[config.mk]
export PLATFORM = sky130hd
export DESIGN_NAME = vhrc_div_stage
export DESIGN_NICKNAME = d
export VERILOG_FILES = /design/src/hw/rtl/vhrc_pkg.sv /design/src/hw/rtl/vhrc_div_stage.sv
export SDC_FILE = /design/constraint.sdc
export NUM_CORES = 1
export LEC_CHECK = 0
export ABC_AREA = 1
export BUFFER_PORTS_ARGS = -buffer_cell sky130_fd_sc_hd__buf_2
export CAP_MARGIN = 20
export CORE_MARGIN = 10
export CORE_UTILIZATION = 54
export DETAILED_ROUTE_END_ITERATION = 16
export PLACE_DENSITY = 0.86
export SYNTH_ARGS = -nofsm -noshare
export SYNTH_HDL_FRONTEND = slang
export SYNTH_SLANG_ARGS = --single-unit
export TNS_END_PERCENT = 30
[constraint.sdc]
create_clock -name clk_i -period 0.87 [get_ports clk_i]
set_clock_uncertainty 0.1 [all_clocks]
set_input_delay 0.087 -clock clk_i [delete_from_list [all_inputs] [get_ports clk_i]]
set_output_delay 0.087 -clock clk_i [all_outputs]
set_load 0.05 [all_outputs]
[src/hw/rtl/vhrc_pkg.sv]
`timescale 1ns / 1ps

package vhrc_pkg;

  // operand widths
  localparam int unsigned DataW = 32;
  localparam int unsigned ScaleW = 11;
  localparam int unsigned NumW = DataW + ScaleW;
  localparam int unsigned PosW = 11;
  localparam int unsigned ChanW = 8;

  // ring geometry: six segments of full intensity steps
  localparam int unsigned Intensity = 255;
  localparam int unsigned EndSegment = 5;
  localparam int unsigned RingSegments = 6;
  localparam int unsigned ScaleFactor = Intensity * EndSegment;
  localparam int unsigned RingLen = Intensity * RingSegments;

  // configuration register indexes
  localparam logic RegThreshold = 1'b0;
  localparam logic RegMax = 1'b1;

  localparam logic [DataW-1:0] ThresholdReset = 32'sd0;
  localparam logic [DataW-1:0] MaxReset = 32'sd65535;

  // one beat moving through the divider pipeline
  typedef struct packed {
    logic             valid;
    logic             below;
    logic [DataW-1:0] rem;
    logic [NumW-1:0]  num;
    logic [PosW-1:0]  pos;
  } div_beat_t;

  typedef struct packed {
    logic [ChanW-1:0] red;
    logic [ChanW-1:0] green;
    logic [ChanW-1:0] blue;
  } rgb_t;

  // color of a ring position 0 .. RingLen-1
  function automatic rgb_t ring_color(logic [PosW-1:0] pos);
    rgb_t c;
    logic [PosW-1:0] k;
    logic [PosW-1:0] diff;
    k = PosW'(Intensity);
    c = '0;
    diff = '0;
    if (pos <= k) begin
      c.green = pos[ChanW-1:0];
      c.blue  = ChanW'(Intensity);
    end else if (pos <= PosW'(2 * Intensity)) begin
      diff    = PosW'(2 * Intensity) - pos;
      c.green = ChanW'(Intensity);
      c.blue  = diff[ChanW-1:0];
    end else if (pos <= PosW'(3 * Intensity)) begin
      diff    = pos - PosW'(2 * Intensity);
      c.red   = diff[ChanW-1:0];
      c.green = ChanW'(Intensity);
    end else if (pos <= PosW'(4 * Intensity)) begin
      diff    = PosW'(4 * Intensity) - pos;
      c.red   = ChanW'(Intensity);
      c.green = diff[ChanW-1:0];
    end else if (pos <= PosW'(5 * Intensity)) begin
      diff    = pos - PosW'(4 * Intensity);
      c.red   = ChanW'(Intensity);
      c.blue  = diff[ChanW-1:0];
    end else begin
      diff    = PosW'(6 * Intensity) - pos;
      c.red   = diff[ChanW-1:0];
      c.blue  = ChanW'(Intensity);
    end
    return c;
  endfunction

endpackage

[src/hw/rtl/vhrc_div_stage.sv]
`timescale 1ns / 1ps

module vhrc_div_stage
  import vhrc_pkg::*;
(
  input  logic             clk_i,
  input  logic             rst_ni,
  input  logic [DataW-1:0] den_i,
  input  div_beat_t        beat_i,
  output div_beat_t        beat_o
);

  logic [DataW:0]  trial;
  logic            take;
  logic [DataW:0]  trial_sub;
  logic [PosW:0]   pos_dbl;
  logic [PosW:0]   pos_sub;
  div_beat_t       beat_d;
  div_beat_t       beat_q;

  // one restoring division step, next numerator bit shifted in
  assign trial     = {beat_i.rem, beat_i.num[NumW-1]};
  assign take      = (trial >= {1'b0, den_i});
  assign trial_sub = trial - {1'b0, den_i};

  // quotient bit folded into the running ring position
  assign pos_dbl = {beat_i.pos, take};
  assign pos_sub = pos_dbl - (PosW + 1)'(RingLen);

  always_comb begin
    beat_d       = beat_i;
    beat_d.rem   = take ? trial_sub[DataW-1:0] : trial[DataW-1:0];
    beat_d.num   = {beat_i.num[NumW-2:0], 1'b0};
    beat_d.pos   = (pos_dbl >= (PosW + 1)'(RingLen)) ? pos_sub[PosW-1:0] : pos_dbl[PosW-1:0];
  end

  // stage register, valid bit cleared at reset
  always_ff @(posedge clk_i or negedge rst_ni) begin
    if (!rst_ni) begin
      beat_q <= '0;
    end else begin
      beat_q <= beat_d;
    end
  end

  assign beat_o = beat_q;

endmodule

==> run summary, run 1 <==
status -> stopped before the end
Stop stage -> 4_1_cts
Tool Error -> [ERROR DPL-0033] detailed placement checks failed during check placement.
PortBufs -> 208
Synth Register Bits -> 87
Mapped Cells -> 794
die height -> 123 µm
GP Congestion -> 0.989
Initial Util -> 55.3%
# IOs -> 210
Yosys cell types -> 34
Syn. warnings -> 0
row cnt -> 37
Syn Nets -> 950
H-tree depth -> 3
CTS max path bufs -> 2
worst slack, placed -> -1.04 ns
average cell area after synthesis -> 7.16 µm²
DP HPWL -> 17400 µm
post-CTS setup buffers -> 19
total CTS buffers -> 9
Root Buffer Master -> clkbuf_8
Die W -> 123 µm
register area share after synthesis -> 38.3%
Hold-fix buffers, CTS -> 83
post-cts sizing count -> 188
clock sink count -> 87
Mapped Area -> 5680 µm²
## cells in the mapped netlist (all sizes together)
cell type / count / area share (%)
buf: 12 / 1.8
and2: 10 / 1.1
a21o: 2 / 0.26
nand3: 68 / 7.4
xor2: 19 / 2.9
xnor2: 2 / 0.31
a21oi: 21 / 2.0
conb: 1 / 0.066
nor3: 10 / 0.88
inv: 161 / 11
o21ai: 11 / 1.0
or2: 1 / 0.11
dfrtp: 87 / 38
nand4: 6 / 0.66
o21bai: 1 / 0.13
ha: 33 / 7.3
nor2: 43 / 3.3
fa: 1 / 0.35
nand2: 295 / 20
nand3b: 10 / 1.3
## through the flow
stage / instance area (µm²) / instances
3_5_place_dp: 8250 / 1246
3_3_place_gp: 8250 / 1246
2_1_floorplan: 6130 / 794
## logic make-up after synthesis
group,after synthesis,share of synthesized area [%]
simple gates,443,34.9
flops,87,38.3
buf+inv,173,12.5
compound gates,35,3.41
fa+ha+maj,34,7.62
xor+xnor,21,3.24
other cells,1,0.0660
==> inputs of run 2 (changes only) <==
Settings changed: CORE_UTILIZATION 54 to 40, PLACE_DENSITY 0.86 to not set, PLACE_DENSITY_LB_ADDON set to 0.15.
==> run 2 against run 1 <==
Synthesized cell count stayed put. Synthesized area unchanged. The flow now finishes, with violations (hold timing, setup timing).
==> run summary, run 2 <==
biggest area consumer among synthesized cells -> dfrtp_1
ANT cells -> 0
row cnt -> 43 (+16%)
top cells by area, synth -> dfrtp_1 (38%), nand2_1 (19%), inv_1 (10%)
Sequential Power Share -> 29.2%
# IOs -> 210 (unchanged)
count leader, synth -> nand2_1
Min Hold Slack -> -0.0547 ns
Psw -> 6.51 mW
total CTS buffers -> 9 (unchanged)
async set-reset flop share out of synthesis -> 100% (unchanged)
ratio of final minimum period to clock period -> 183%
PortBufs -> 208 (unchanged)
CP startpoint kind -> input port
pin count of the biggest net entering global routing -> 31
most common cell after layout, fill and taps aside -> nand2_1
multiplexer share of the synthesized area -> 0% (unchanged)
Routed Wire Length -> 24300 µm
Setup CP Type -> in2reg
DP HPWL -> 16400 µm (-5.7%)
Synth Area in XOR/XNOR -> 3.24% (unchanged)
Die W -> 139 µm (+14%)
Syn. warnings -> 0 (unchanged)
# setup viols final -> 130
most frequent cells in the layout -> nand2_1 (215), buf_4 (131), inv_1 (123)
initial antenna violation count -> 0
Yosys cell types -> 34 (unchanged)
Slew Viols, Final -> 0
total track usage -> 22.1%
Final min period -> 1.59 ns
Initial Util -> 40.9% (-14 points)
CTS max path bufs -> 2 (unchanged)
Int Power -> 9.71 mW
Hold Crit Class -> in2reg
area grow syn2layout -> 91.0%
via count -> 6617
GP Congestion -> 0.936 (-5.3%)
Max Clock Freq -> 629 MHz
Die ar. -> 19400 µm²
die height -> 139 µm (+14%)
Worst Setup End Kind -> register
average wire per standard cell -> 17.2 µm
Total Power -> 16.2 mW
failing checks -> hold timing, setup timing
average cell area after synthesis -> 7.16 µm² (unchanged)
setup tns final -> -43.59 ns
vias in the first global route -> 6751
Layout fillers -> 923
share of layout cells above drive strength 1 -> 48.0%
Post-synth top cells -> nand2_1 (288), inv_1 (152), dfrtp_1 (87)
placed cell area -> 8240 µm² (-0.18%)
final hold viol count -> 1
Synth Area in Simple Gates -> 34.9% (unchanged)
Peak VDD IR -> 0.950 mV
fin area -> 10900 µm²
Compound-Gate Fraction of Synth Area -> 3.41% (unchanged)
clock sink count -> 87 (unchanged)
Mapped Area -> 5680 µm² (unchanged)
core area -> 13900 µm²
number of remaining DRC errors -> 0
Final nets -> 1382
Iteration-0 DRC Markers -> 340
number of flip-flops in the largest register -> 87
largest family of logic cells by synthesized area -> simple AND/OR/NAND/NOR gates
Vias per Instance -> 4.69
power density over cell area -> 1490 nW/µm²
setup slack after layout -> -0.719 ns
crit-path max FO -> 7
H-tree depth -> 3 (unchanged)
Root Buffer Master -> clkbuf_16
number of routed nets with antenna violations -> 0
top_reg_cell synth -> dfrtp_1
critical path data arrival time -> 1.73 ns
RSZ-0062 raised after global routing -> yes
area share of the largest cell type after synthesis -> 38.3% (unchanged)
CTS tree -> yes
Detailed Routing Iterations Pass 1 -> 5
Mapped Cells -> 794 (unchanged)
Reg clk slew, reported paths -> 0.07 ns
worst path required time -> 1.01 ns
Sw Ratio -> 40.1%
register area share after synthesis -> 38.3% (unchanged)
max_cap viols -> 0
Synth Register Bits -> 87 (unchanged)
first-pass GRT wire length -> 34800 µm
GRT overflow -> 0
Logic pwr share -> 46.6%
Lkg Pwr -> 5.78 nW
Syn Nets -> 950 (unchanged)
number of flops mapped to enable cells by yosys -> 0 (unchanged)
Post-Synth Adder-Cell Area -> 7.62% (unchanged)
Clock Power Share -> 24.2%
status -> finished with violations
## run 2: logic make-up after synthesis
group,count (synthesis)
AOI/OAI and AO/OA,35
xor gates and xnor gates,21
adders and majority gates,34
buffers and inverters,173
DFF,87
other,1
and+or+nand+nor,443
## run 2: power by group through the flow
stage	combinational, mW	sequential, mW	clock [mW]
final	7.55	4.74	3.92
after global routing	8.05	4.77	4.14
after CTS	6.56	4.65	3.95
after detailed placement	5.85	4.67	0
after global placement	5.81	4.68	0
after floorplan	2.13	6.28	0
## run 2: repair_timing
item	CTS	global route
setup buffers	18	11
hold endpoints to repair	167	3
pin swaps	18	39
resized for setup	108	333
endpoints found under the setup margin	129	130
hold buffers	79	2
gates cloned	1	1
## run 2: critical path, cell delays in order
cell and delay (ns):
buf_2 0.12, ha_4 0.28, buf_6 0.11, nand2_8 0.06, nor2_4 0.14, nand4_1 0.21
nand3_4 0.17, nand2_4 0.09, buf_6 0.15, buf_8 0.13, nand3_1 0.09, nand2_1 0.08
## run 2: worst paths after layout
check,cells past startpoint,start,endpoint,slack (ns)
max in group asynchronous,3,rst_ni,beat_o[4],0.17
min in group asynchronous,2,rst_ni,beat_o[2],0.07
hold / removal,3,beat_i[0],beat_o[1],-0.05
setup / recovery,12,beat_i[60],beat_o[61],-0.72
## run 2: cell type report
type,instances,area (µm²),share of cell area (%)
Clock inverter,7,66.3,0.611
Sequential cell,87,2180,20.1
Clock buffer,9,225,2.08
Timing Repair Buffer,433,3770,34.8
Multi-Input combinational cell,534,3760,34.6
Tap cell,180,225,2.08
Inverter,161,627,5.78
## run 2: stage by stage
stage | util [%] | hold WS [ns] | setup WS (ns) | std cells
2_1_floorplan | - | -0.309 | -0.644 | 794
3_3_place_gp | 59.3 | -0.103 | -1.04 | 1284
3_5_place_dp | 59.3 | -0.105 | -1.06 | 1284
4_1_cts | 70.6 | -0.0950 | -0.573 | 1398
5_1_grt | 78.2 | -0.0517 | -0.726 | 1411
6_report | 78.2 | -0.0547 | -0.719 | 1411
## run 2: routing by layer
metal / vias up / routed length, µm / track usage (%)
li1: 3264 / - / -
met1: 3111 / 9960 / 26.5
met2: 215 / 12700 / 39.2
met3: 27 / 1230 / 3.70
met4: 0 / 417 / 6.70
met5: - / 0 / 0
(Power assumes the default switching activity.)
==> inputs of run 3 (changes only) <==
Settings changed: CORE_UTILIZATION 40 to 54.
==> run 3 against run 2 <==
The run now fails in 4_1_cts. Synthesized cell count is the same. Synthesized area is the same.
==> run summary, run 3 <==
post-CTS setup buffers -> 17 (-1)
average cell area after synthesis -> 7.16 µm² (unchanged)
async set-reset flop share out of synthesis -> 100% (unchanged)
Root Buffer Master -> clkbuf_8
# IOs -> 210 (unchanged)
Yosys cell types -> 34 (unchanged)
top_reg_cell synth -> dfrtp_1
Hold-fix buffers, CTS -> 81 (+2.5%)
clock sink count -> 87 (unchanged)
Die W -> 123 µm (-12%)
biggest area consumer among synthesized cells -> dfrtp_1
GP Congestion -> 0.978 (+4.4%)
PortBufs -> 208 (unchanged)
post-cts sizing count -> 298 (+180%)
area share of the largest cell type after synthesis -> 38.3% (unchanged)
DP HPWL -> 16000 µm (-2.3%)
number of flops mapped to enable cells by yosys -> 0 (unchanged)
H-tree depth -> 3 (unchanged)
Synth Register Bits -> 87 (unchanged)
Mapped Cells -> 794 (unchanged)
Post-synth top cells -> nand2_1 (288), inv_1 (152), dfrtp_1 (87)
total CTS buffers -> 9 (unchanged)
Initial Util -> 55.3% (+14 points)
top cells by area, synth -> dfrtp_1 (38%), nand2_1 (19%), inv_1 (10%)
CTS max path bufs -> 2 (unchanged)
Mapped Area -> 5680 µm² (unchanged)
row cnt -> 37 (-14%)
worst slack, placed -> -1.03 ns (+0.0286 ns)
die height -> 123 µm (-12%)
register area share after synthesis -> 38.3% (unchanged)
Tool Error -> [ERROR DPL-0033] detailed placement checks failed during check placement.
Syn Nets -> 950 (unchanged)
status -> stopped before the end
count leader, synth -> nand2_1
Syn. warnings -> 0 (unchanged)
Stop stage -> 4_1_cts
-- run 3: logic make-up after synthesis --
family                     share of synthesized area, %
and+or+nand+nor                                    34.9
AOI/OAI and AO/OA                                  3.41
xor gates and xnor gates                           3.24
adders and majority gates                          7.62
DFF                                                38.3
other                                            0.0660
buffers and inverters                              12.5
-- run 3: per-stage QoR --
| step | cells | instance area, µm² | hold slack (ns) |
|---|---|---|---|
| after global placement | 1233 | 8150 | -0.160 |
| after floorplan | 794 | 6130 | -0.309 |
| after detailed placement | 1233 | 8150 | -0.154 |
